**src/bba_pkg.sv**
```systemverilog
// Shared constants, types and codes for the block bitmap allocator.
`timescale 1ns / 1ps

package bba_pkg;

    localparam int MAX_BLOCKS   = 4096;
    localparam int WORD_BITS    = 32;
    localparam int MAP_WORDS    = MAX_BLOCKS / WORD_BITS;
    localparam int BLK_W        = $clog2(MAX_BLOCKS);
    localparam int BIT_W        = $clog2(WORD_BITS);
    localparam int ADDR_W       = $clog2(MAP_WORDS);
    localparam int REG_W        = 13;
    localparam int STATUS_W     = 2;
    localparam int IN_TDATA_W   = 16;
    localparam int OUT_TDATA_W  = 16;
    localparam int OUT_PAD_W    = OUT_TDATA_W - BLK_W - STATUS_W;

    localparam logic [REG_W-1:0] TOTAL_RESET = 13'd4096;
    localparam logic [REG_W-1:0] FIRST_RESET = 13'd0;

    localparam logic REG_TOTAL_BLOCKS = 1'b0;
    localparam logic REG_FIRST_DATA   = 1'b1;

    localparam logic OP_ALLOC = 1'b0;
    localparam logic OP_FREE  = 1'b1;

    typedef enum logic [STATUS_W-1:0] {
        ST_OK           = 2'd0,
        ST_NO_FREE      = 2'd1,
        ST_ALREADY_FREE = 2'd2,
        ST_RANGE        = 2'd3
    } status_t;

    typedef struct packed {
        logic capture;
        logic rd_first;
        logic rd_blk;
        logic scan_step;
        logic alloc_hit;
        logic set_no_free;
        logic set_range;
        logic free_eval;
        logic load_out;
    } cmd_t;

    typedef struct packed {
        logic op_free;
        logic empty;
        logic range_err;
        logic found;
        logic at_last;
        logic out_free;
    } sts_t;

endpackage

```
**src/bba_ctrl.sv**
```systemverilog
// Allocator controller: sequences capture, bitmap scan, free check and result hand-off.
`timescale 1ns / 1ps

module bba_ctrl (
    input  logic          clk,
    input  logic          rst_n,
    input  logic          s_tvalid,
    output logic          s_tready,
    input  bba_pkg::sts_t sts,
    output bba_pkg::cmd_t cmd
);

    typedef enum logic [2:0] {
        S_IDLE,
        S_CHECK,
        S_SCAN,
        S_FREE_EV,
        S_DONE
    } state_t;

    state_t state_reg;
    state_t state_next;
    logic   ready_reg;

    always_comb
    begin
        cmd        = '0;
        state_next = state_reg;
        unique case (state_reg)
            S_IDLE:
            begin
                if (s_tvalid)
                begin
                    cmd.capture = 1'b1;
                    state_next  = S_CHECK;
                end
            end
            S_CHECK:
            begin
                if (sts.op_free)
                begin
                    if (sts.range_err)
                    begin
                        cmd.set_range = 1'b1;
                        state_next    = S_DONE;
                    end
                    else
                    begin
                        cmd.rd_blk = 1'b1;
                        state_next = S_FREE_EV;
                    end
                end
                else if (sts.empty)
                begin
                    cmd.set_no_free = 1'b1;
                    state_next      = S_DONE;
                end
                else
                begin
                    cmd.rd_first = 1'b1;
                    state_next   = S_SCAN;
                end
            end
            S_SCAN:
            begin
                if (sts.found)
                begin
                    cmd.alloc_hit = 1'b1;
                    state_next    = S_DONE;
                end
                else if (sts.at_last)
                begin
                    cmd.set_no_free = 1'b1;
                    state_next      = S_DONE;
                end
                else
                begin
                    cmd.scan_step = 1'b1;
                end
            end
            S_FREE_EV:
            begin
                cmd.free_eval = 1'b1;
                state_next    = S_DONE;
            end
            S_DONE:
            begin
                if (sts.out_free)
                begin
                    cmd.load_out = 1'b1;
                    state_next   = S_IDLE;
                end
            end
            default:
            begin
                state_next = S_IDLE;
            end
        endcase
    end

    always_ff @(posedge clk or negedge rst_n)
    begin
        if (!rst_n)
        begin
            state_reg <= S_IDLE;
            ready_reg <= 1'b1;
        end
        else
        begin
            state_reg <= state_next;
            ready_reg <= (state_next == S_IDLE);
        end
    end

    assign s_tready = ready_reg;

endmodule

```
**config.mk**
```make
export PLATFORM = sky130hd
export DESIGN_NAME = bba_ctrl
export DESIGN_NICKNAME = d
export VERILOG_FILES = /design/src/bba_pkg.sv /design/src/bba_ctrl.sv
export SDC_FILE = /design/constraint.sdc
export NUM_CORES = 1
export LEC_CHECK = 0
export BUFFER_PORTS_ARGS = -buffer_cell sky130_fd_sc_hd__buf_4
export CAP_MARGIN = 20
export CORE_AREA = 3 3 40 42
export DETAILED_ROUTE_END_ITERATION = 6
export DIE_AREA = 0 0 43 45
export PLACE_DENSITY_LB_ADDON = 0.2
export SYNTH_ARGS = -nofsm -noshare
export SYNTH_HDL_FRONTEND = slang
export SYNTH_SLANG_ARGS = --single-unit
```
**constraint.sdc**
```tcl
create_clock -name clk -period 2.9 [get_ports clk]
set_input_delay 0.58 -clock clk [delete_from_list [all_inputs] [get_ports clk]]
set_output_delay 0.58 -clock clk [all_outputs]
set_load 0.05 [all_outputs]
```
==> summary.txt <==
Synth
  – Syn_nets: 45
  – Register area share after synthesis: 31.03%
  – Syn Area/Cell: 9.071 sq um
  – Post-synth EDFFs: 0
  – Fraction of registers with async set/reset: 100.0%
  – Yosys warns: 0
  – Unique masters post-synth: 26
  – Mapped Area: 326.6 sq um
  – Cells after Synth: 36
  – Ys flop type: dfrtp_1
  – #FFs+latches synth: 4

Pwr
  – Leak: 0.2219 nW
  – Power Dens Cells: 949.1 nW/um^2
  – VDD IR-drop max: 239.0 uV

Timing
  – Clock skew after layout: 0.009003 ns
  – Fin crit share: 75.96%
  – Worst slew pin tran: 0.4036 ns
  – Final hold vios: 0
  – RSZ-0062 raised after global routing: no
  – Relative slew slack: 73.09%
  – Setup violators final: 0
  – Max Transition Viols Final: 0
  – Setup TNS: 0 ns
  – Fin crit period: 2.203 ns
  – Setup ws final: 0.6971 ns
  – Fmax: 0.4539 GHz

Critical path
  – Worst-path fanout max: 10
  – Data arrival, critical path: 1.62 ns
  – Crit path kind: register to output port
  – CP startpoint: state_reg[0]$_DFF_PN0_
  – CP endpoint kind: output port
  – Reg2reg start: state_reg[0]$_DFF_PN0_
  – CP required: 2.32 ns
  – CP startpoint kind: register

Finish
  – Fillers: 149
  – Leading cell type in the layout, fill and taps excluded: buf_4
  – Layout area overhead: 49.43%
  – Nets: 65
  – Most frequent cells in the layout: 18 x buf_4, 4 x nor2_1, 3 x nand2_1, 3 x clkbuf_4, 3 x dfrtp_1
  – Final core utilization: 37.97%
  – Layout cells sized above 1: 49.09%
  – ANT cells: 0
  – Largest register FFs: 3

CTS
  – Worst-Skew Late Latency: 0.24 ns
  – TritonCTS clock tree: yes
  – Total CTS buffers: 3
  – H-tree levels: 1
  – Sink Count: 4
  – Clock buffer depth: 2
  – Setup bufs post-CTS: 0
  – Clk slew on worst S/H paths: 0.04 ns
  – Clock Tree Root: clkbuf_4
  – CTS resizes: 0
  – CTS Hold Bufs: 0

Global route
  – Largest net degree at the start of global routing: 15
  – GRT overflow: 0
  – Vias in the first global route: 330
  – First-pass GRT wire length: 1255 um
  – Overall Global Routing Usage: 8.688%
  – Antenna violations before repair: 0

Placed design
  – Hpwl dp: 606.6 um
  – GPL Wtd Cong: 0.6549
  – Buffers on Ports: 18
  – Place WS: 0.8741 ns

Worst hold path
  – Worst min-delay path class: primary input to asynchronous set/reset pin

Floorplanning
  – # IOs: 19
  – Die area: 1935 sq um
  – Die Ht: 45 um
  – CORE AREA: 1285 sq um
  – Die X-Extent: 43 um
  – Starting Density: 25.41%
  – Row count: 13

Detailed routing
  – DR iter-0 viols: 1
  – Final ANT Viol Nets: 0
  – DRC: 0
  – Via/cell ratio: 4.943
  – Drt first pass iters: 4
  – DRT Wirelength: 838 um
  – Wire per inst: 11.97 um
  – DR WL met2: 396 um
  – Met3 WL post-DR: 52 um
  – Max layer used: met4
  – Via count: 346
  – M1 WL: 384 um

Flow run
  – Max Cap Violations: 0

Status
  – Status: finished, final reports clean
## worst paths after layout
kind / depth (start not counted) / to / slack (ns)
min reg2reg: 1 / state_reg[1]$_DFF_PN0_ / 0.68
max in group asynchronous: 1 / s_tready$_DFF_PN1_ / 2.58
min in group clk: 2 / state_reg[2]$_DFF_PN0_ / 0.54
max: 4 / cmd[7] / 0.70
min: 1 / state_reg[1]$_DFF_PN0_ / 0.12
max reg2reg: 3 / state_reg[2]$_DFF_PN0_ / 1.61
## synthesized netlist by cell type (2+ instances only)
library cell | instances | area, sq um
nor3_1 | 2 | 10.01
clkbuf_1 | 2 | 7.510
nor2_1 | 4 | 15.01
nand2_1 | 3 | 11.26
dfrtp_1 | 3 | 75.07
nand3b_1 | 2 | 15.01
## report_power, final
part / switching [mW] / internal, mW / total, mW / leakage, nW
sequential: 0.0510 / 0.0831 / 0.134 / 0.0498
combinational: 0.155 / 0.0968 / 0.252 / 0.157
clock: 0.0255 / 0.0518 / 0.0773 / 0.0150
## per-layer routing
metal	up-vias	GRT usage, %
met2	11	14.37
met1	161	9.732
met3	2	1.594
li1	172	-
met4	0	7.229
met5	-	0
## cell families (layout without fill, tap and decap cells)
group / after synthesis / in the layout / share of synthesized area [%]
multiplexers: 1 / 1 / 3.065
AO/OA/AOI/OAI: 6 / 6 / 15.33
flip-flops: 4 / 4 / 31.04
AND/OR/NAND/NOR: 21 / 21 / 43.68
buffers and inverters: 4 / 23 / 6.896
## worst max-delay path, cell delays in order, from the launching register on
cell	delay [ns]
dfrtp_1	0.51
inv_1	0.15
or3_1	0.40
nor3_2	0.11
buf_4	0.21
## cell type report
type	count	area [sq um]	area share, %
flip-flops and latches	4	101.3	20.77
inverters	1	3.754	0.7692
repair buffers	18	135.1	27.69
multi-input cells	28	202.7	41.54
well taps	15	18.77	3.846
clock buffers	4	26.28	5.385
## through the flow
step	cells	power (mW)	area, sq um	hold WS, ns
CTS	70	0.4681	488.0	0.1182
finish	70	0.4631	488.0	0.1215
global placement	66	0.3892	461.7	0.3785
floorplan	36	0.3287	326.6	0.2844
detailed placement	66	0.3883	461.7	0.3771
global route	70	0.4927	488.0	0.1115
Power figures use the tool's default switching activity.
